### config.mk
export PLATFORM = sky130hd
export DESIGN_NAME = ftrr_scale_lane
export DESIGN_NICKNAME = d
export VERILOG_FILES = /design/src/hdl/assert_macros.svh /design/src/hdl/ftrr_pkg.sv /design/src/hdl/ftrr_scale_lane.sv
export SDC_FILE = /design/constraint.sdc
export NUM_CORES = 2
export LEC_CHECK = 0
export ABC_AREA = 1
export BUFFER_PORTS_ARGS = -buffer_cell sky130_fd_sc_hd__clkbuf_2
export CORE_UTILIZATION = 61
export CTS_BUF_LIST = sky130_fd_sc_hd__clkbuf_8 sky130_fd_sc_hd__clkbuf_16
export DETAILED_ROUTE_END_ITERATION = 8
export GPL_TIMING_DRIVEN = 0
export PLACE_DENSITY = 0.78
export RECOVER_POWER = 25
export REMOVE_ABC_BUFFERS = 1
export SLEW_MARGIN = 20
export SYNTH_ARGS = -nofsm -noshare
export SYNTH_HDL_FRONTEND = slang
export SYNTH_SLANG_ARGS = --single-unit
### constraint.sdc
create_clock -name clk -period 7.77 [get_ports clk]
set_clock_uncertainty 0.1 [all_clocks]
set_input_delay 0 -clock clk [delete_from_list [all_inputs] [get_ports clk]]
set_output_delay 0 -clock clk [all_outputs]
set_load 0.005 [all_outputs]
### src/hdl/assert_macros.svh
// assertion macros shared by the receiver rtl
// no dependencies; include with the bare file name
`ifndef ASSERT_MACROS_SVH
`define ASSERT_MACROS_SVH
`ifndef SYNTHESIS
`define ASSERT_PROP(lbl, clk, rstn, prop) \
  lbl: assert property (@(posedge clk) disable iff (!(rstn)) (prop)) \
    else $error("assertion failed");
`define ASSERT_NEVER(lbl, clk, rstn, expr) \
  lbl: assert property (@(posedge clk) disable iff (!(rstn)) !(expr)) \
    else $error("forbidden condition seen");
`else
`define ASSERT_PROP(lbl, clk, rstn, prop)
`define ASSERT_NEVER(lbl, clk, rstn, expr)
`endif
`endif

### src/hdl/ftrr_pkg.sv
// types and constants of the force/torque record receiver
// no dependencies
package ftrr_pkg;

  localparam int RECORD_BYTES   = 36;
  localparam int POSITION_LIMIT = 37;
  localparam int POS_W          = 6;
  localparam int WORD_W         = 32;
  localparam int VALUE_W        = 48;
  localparam int LANES          = 6;
  localparam int FORCE_LANES    = 3;
  localparam int RECORD_WORDS   = 9;
  localparam int WORD_IDX_W     = 4;

  // config register indexes
  localparam logic CFG_FORCE_SCALE  = 1'b0;
  localparam logic CFG_TORQUE_SCALE = 1'b1;

  typedef enum logic [1:0] {
    OUTCOME_GOOD   = 2'd0,
    OUTCOME_LENGTH = 2'd1,
    OUTCOME_STALE  = 2'd2
  } outcome_t;

  typedef struct packed {
    outcome_t           outcome;
    logic [WORD_W-1:0]  seq;
    logic [WORD_W-1:0]  status;
    logic [WORD_W-1:0]  good;
    logic [WORD_W-1:0]  lost;
    logic [WORD_W-1:0]  stale;
  } meta_t;

endpackage

### src/hdl/ftrr_scale_lane.sv
// one scaling lane: magnitude times q0.32 scale, round half away, saturate to 48 bits
// depends on ftrr_pkg
module ftrr_scale_lane #(
  parameter int FRACTION_BITS = 16
) (
  input  logic                              clk,
  input  logic                              en,
  input  logic                              neg_i,
  input  logic [ftrr_pkg::WORD_W-1:0]       mag_i,
  input  logic [ftrr_pkg::WORD_W-1:0]       scale_i,
  output logic [ftrr_pkg::VALUE_W-1:0]      value_o
);
  import ftrr_pkg::*;

  localparam int PROD_W = 2 * WORD_W;
  localparam int SH     = WORD_W - FRACTION_BITS;
  localparam logic [PROD_W:0] RND = (SH > 0) ? ((PROD_W+1)'(1) << ((SH > 0) ? SH - 1 : 0))
                                             : '0;
  localparam logic [PROD_W:0] POS_LIM = (PROD_W+1)'((64'd1 << (VALUE_W-1)) - 64'd1);
  localparam logic [PROD_W:0] NEG_LIM = (PROD_W+1)'(64'd1 << (VALUE_W-1));

  logic [PROD_W-1:0]  prod_r;
  logic               neg_r;
  logic [PROD_W:0]    rounded;
  logic [PROD_W:0]    limit;
  logic [VALUE_W-1:0] mag48;

  always_ff @(posedge clk) begin
    if (en) begin
      prod_r <= mag_i * scale_i;
      neg_r  <= neg_i;
    end
  end

  always_comb begin
    rounded = ({1'b0, prod_r} + RND) >> SH;
    limit   = neg_r ? NEG_LIM : POS_LIM;
    mag48   = (rounded > limit) ? limit[VALUE_W-1:0] : rounded[VALUE_W-1:0];
    value_o = neg_r ? (VALUE_W'(0) - mag48) : mag48;
  end

endmodule

### After elaboration in Yosys (flattened, before gate mapping)

Index checks and enable logic that the tools add are counted.

| cells by class | value |
|---|---|
| $add $sub $neg | 2 |
| multiply operators | 1 |
| divide/modulo/power cells | 0 |
| order comparisons | 1 |
| equality and inequality tests | 0 |
| shift operators | 0 |
| multiplexer cells | 3 |
| bitwise logic cells | 0 |
| reduce and logical (&&, ||, !) cells | 0 |

Operator list:

| operator | count |
|---|---|
| $mux 48 | 3 |
| $add 64x16->65 const B | 1 |
| $mul 32x32->64 | 1 |
| $gt 49x48->1 | 1 |
| $sub 1x48->48 const A | 1 |

| word-level totals | value |
|---|---|
| bits in registers | 65 |
| latch bits | 0 |
| RAM bits | 0 |
| ROM bits | 0 |
| bits of input ports | 67 |
| word-level logic and storage cells | 9 |
| memories | 0 |

### Longest topological paths before layout

| logic depth | value |
|---|---|
| word-level depth | 5 |
| depth in mapped cells | 39 |
| mapped depth without buffers | 37 |

### Worst setup path after synthesis

No wires, ideal clock.

| timing | value |
|---|---|
| path type | input port to flip-flop |
| start point | in mag_i[12] (netlist name) |
| end point | reg prod_r[63] (data pin) |
| arrival | 6.316 ns |
| data required time | 7.410 ns |
| slack | 1.094 ns |
| cell stages on the path | 29 |
| path buffers | 1 |
| path through | clkbuf_1 nand2_1 inv_1 fa_1 fa_1 fa_1 inv_1 fa_1 inv_1 fa_1 inv_1 fa_1 inv_1 fa_1 inv_1 fa_1 inv_1 ha_1 nand2_1 nor2_1 inv_1 nor4_1 a21oi_1 o21ai_0 nand2_1 o21ai_0 nand3_1 nand2_1 xor2_1 |

| on the way | value |
|---|---|
| word-level cells in the longest chain between the ends | 1 |

Ends and longest elaborated chain:

| what | RTL line | source |
|---|---|---|
| start: declaration | ftrr_scale_lane.sv:9 | `input logic [ftrr_pkg::WORD_W-1:0] mag_i,` |
| $mul 32x32->64 | ftrr_scale_lane.sv:30 | `prod_r <= mag_i * scale_i;` |
| end signal: assignment | ftrr_scale_lane.sv:30 |  |
| end: declaration | ftrr_scale_lane.sv:22 | `logic [PROD_W-1:0] prod_r;` |

No other way between the ends.
A chain may end at the register's enable or synchronous reset.

### Worst setup path in the final report

| timing | value |
|---|---|
| start point | in mag_i[16] (netlist name) |
| end point | reg prod_r[63] (data pin) |

The elaborated chain is that of the path after synthesis.

==> flow_summary.ini <==
[die]
die_h_um = 259.5
dieWidth_um = 259.5
core_um2 = 65750
initial_core_util = 0.6153
die-area_um2 = 67350
ioPinCount = 115
num_rows = 94

[setup_path]
critPathTopFamily = adder cells
slowest_delay_ps = 600
crit_buf_inv = 5
crit_slowest_cell = fa_1
cp.arrival_ps = 7420
cp-end-kind = register
path_common_cell = fa_1
crit_path_start_kind = primary input
crit_type = primary input to register
cp_data_required_time_ps = 7720
cp_max_fo = 32

[cts]
cts-root-buf = clkbuf_16
cts_tree = yes
clk_pin_slew_worst_paths_ps = 70
cts_buffer_depth = 2
cts-buffers-inserted = 5
cts_sinks = 50
htree_levels = 2

[synthesis]
ys_seq_elements = 50
synth_warnings = 0
netlist_area_um2 = 40460
netlist-cell-type-count = 46
netlist_instances = 5424
syn_area_per_cell_um2 = 7.459
synthFlopType = edfxtp_1
async_flop_share = 0
yosysSeqAreaShare = 0.03711
synth_enable_flop_cells = 50

[finish]
diodes = 0
area_growth_pct = 2.743
fin_nets = 6610
most-common-layout-cells = inv_1 (1,690), nand2_1 (1,455), fa_1 (895), ha_1 (310), nor2_1 (230)
drive_gt1_frac = 0.03147
final_common_cell = inv_1

[detailed_routing]
drt-total-wl_um = 102700
first_pass_iters = 6
viasPerCell = 5.282
drc = 0
ant_nets = 0
vias = 32770
wl_per_cell_um = 16.56
drt_iter0_markers = 2472

[timing]
period_needed_ps = 7470
worstMarginPinSlew_ps = 2576
post-route-period-util = 0.9613
max_slew_margin = -0.7172
finalWorstSetupSlack_ps = 300.4
setup_viol = 0
finalMaxSlewViolations = 51
hold_viol = 0
fmax_mhz = 133.9
rsz0062_at_grt = no

[status]
status = complete, but fails checks
failed_checks = capacitance limit, slew limit

[placement]
place.gp.congestion = 1.002
hpwl_um = 85080
post-place-ws_ps = -432.4
port_buffers = 114

[min_path]
hp-class = primary input to register

[grt]
grt_max_degree = 56
grt.overflow.total = 0
grt_pass1_wl_um = 172000
grt_pass1_vias = 34500
grt_antenna_before_repair = 0
grt_usage = 0.3204

[job]
maxCapViolations = 1
-- state kept, by name, summed over array words and instances (netlist names) --
signal / flops
prod_r: 49
neg_r: 1
-- per-stage QoR --
stage	cell area (um^2)	setup TNS (ps)	utilization	instances	hold slack [ps]
floorplan	39570	0	-	5211	-1.131
global placement	41220	-10210	0.6270	6189	111.5
detailed placement	41310	-1464	0.6284	6194	114.1
CTS	41520	0	0.6315	6203	329.0
global route	41560	0	0.6322	6203	377.8
finish	41560	0	0.6322	6203	379.9
-- synthesized netlist by cell type, types with 2 or more instances --
| library cell | number | area, um^2 |
|---|---|---|
| xnor2_1 | 28 | 245.2 |
| nand3_1 | 109 | 545.5 |
| nand3_2 | 6 | 60.06 |
| inv_1 | 1690 | 6344 |
| buf_1 | 2 | 7.510 |
| buf_2 | 5 | 25.02 |
| nor2_4 | 3 | 33.78 |
| buf_6 | 5 | 56.30 |
| o211ai_1 | 4 | 30.03 |
| o21a_1 | 19 | 142.6 |
| nor3_1 | 31 | 155.2 |
| xor2_1 | 76 | 665.6 |
| nand3b_1 | 4 | 30.03 |
| a31oi_1 | 14 | 87.58 |
| nor2_1 | 230 | 863.3 |
| a21boi_0 | 2 | 15.01 |
| nor2_2 | 12 | 75.07 |
| fa_1 | 895 | 17920 |
| buf_4 | 3 | 22.52 |
| ha_1 | 310 | 3879 |
| o21ai_0 | 70 | 350.3 |
| nand2_1 | 1455 | 5461 |
| clkbuf_1 | 196 | 735.7 |
| a21o_1 | 3 | 22.52 |
| edfxtp_1 | 50 | 1501 |
| o2111ai_1 | 2 | 17.52 |
| o31ai_1 | 2 | 15.01 |
| nand2_2 | 14 | 87.58 |
| o21bai_1 | 5 | 37.54 |
| o21ai_1 | 6 | 30.03 |
| nand4_1 | 39 | 244.0 |
| nor4_1 | 6 | 37.54 |
| and2_1 | 2 | 12.51 |
| a21oi_1 | 114 | 570.6 |
-- per-layer routing --
metal  global-route usage  wire length, um  share of wire  vias up
li1                     -                -              -    15140
met1               0.4207            40900           0.40    16160
met2               0.5589            51470           0.50     1217
met3              0.03349             7012          0.068      248
met4              0.09755             3303          0.032        0
met5                    0                0              0        -
-- cell families (layout without fill, tap and decap cells) --
logic type	Yosys count	after routing	synth area share
buffers and inverters	1904	1819	0.1787
adder cells (fa/ha/maj)	1205	1205	0.5388
AND/OR/NAND/NOR	1915	1915	0.1891
XOR/XNOR	104	104	0.02252
multiplexers	1	1	0.0002783
flip-flops	50	50	0.03711
AO/OA/AOI/OAI	245	245	0.03356
-- area by class of cell --
class	count	area (um^2)
timing repair buffer	120	735.7
clock buffer	5	125.1
tap	864	1081
fill	5808	24180
sequential	50	1501
clock inverter	3	28.78
inverter	1691	6347
multi-input combinational	3470	31750
-- timing repair --
action                                  4_1_cts  5_1_grt
pin swaps                                     0        0
endpoints found under the hold margin         1        0
setup buffers                                 0        0
resized for setup                            16       39
endpoints found under the setup margin        1        9
hold buffers                                  1        0
-- final timing paths --
kind | to | from | cells past startpoint
max | prod_r[63]$_DFFE_PP_ | mag_i[16] | 25
min | neg_r$_DFFE_PP_ | neg_i | 2
Power is left out: the tool's default activity adds up to more than one toggle a clock period on the data nets, which glitch-free logic cannot reach.
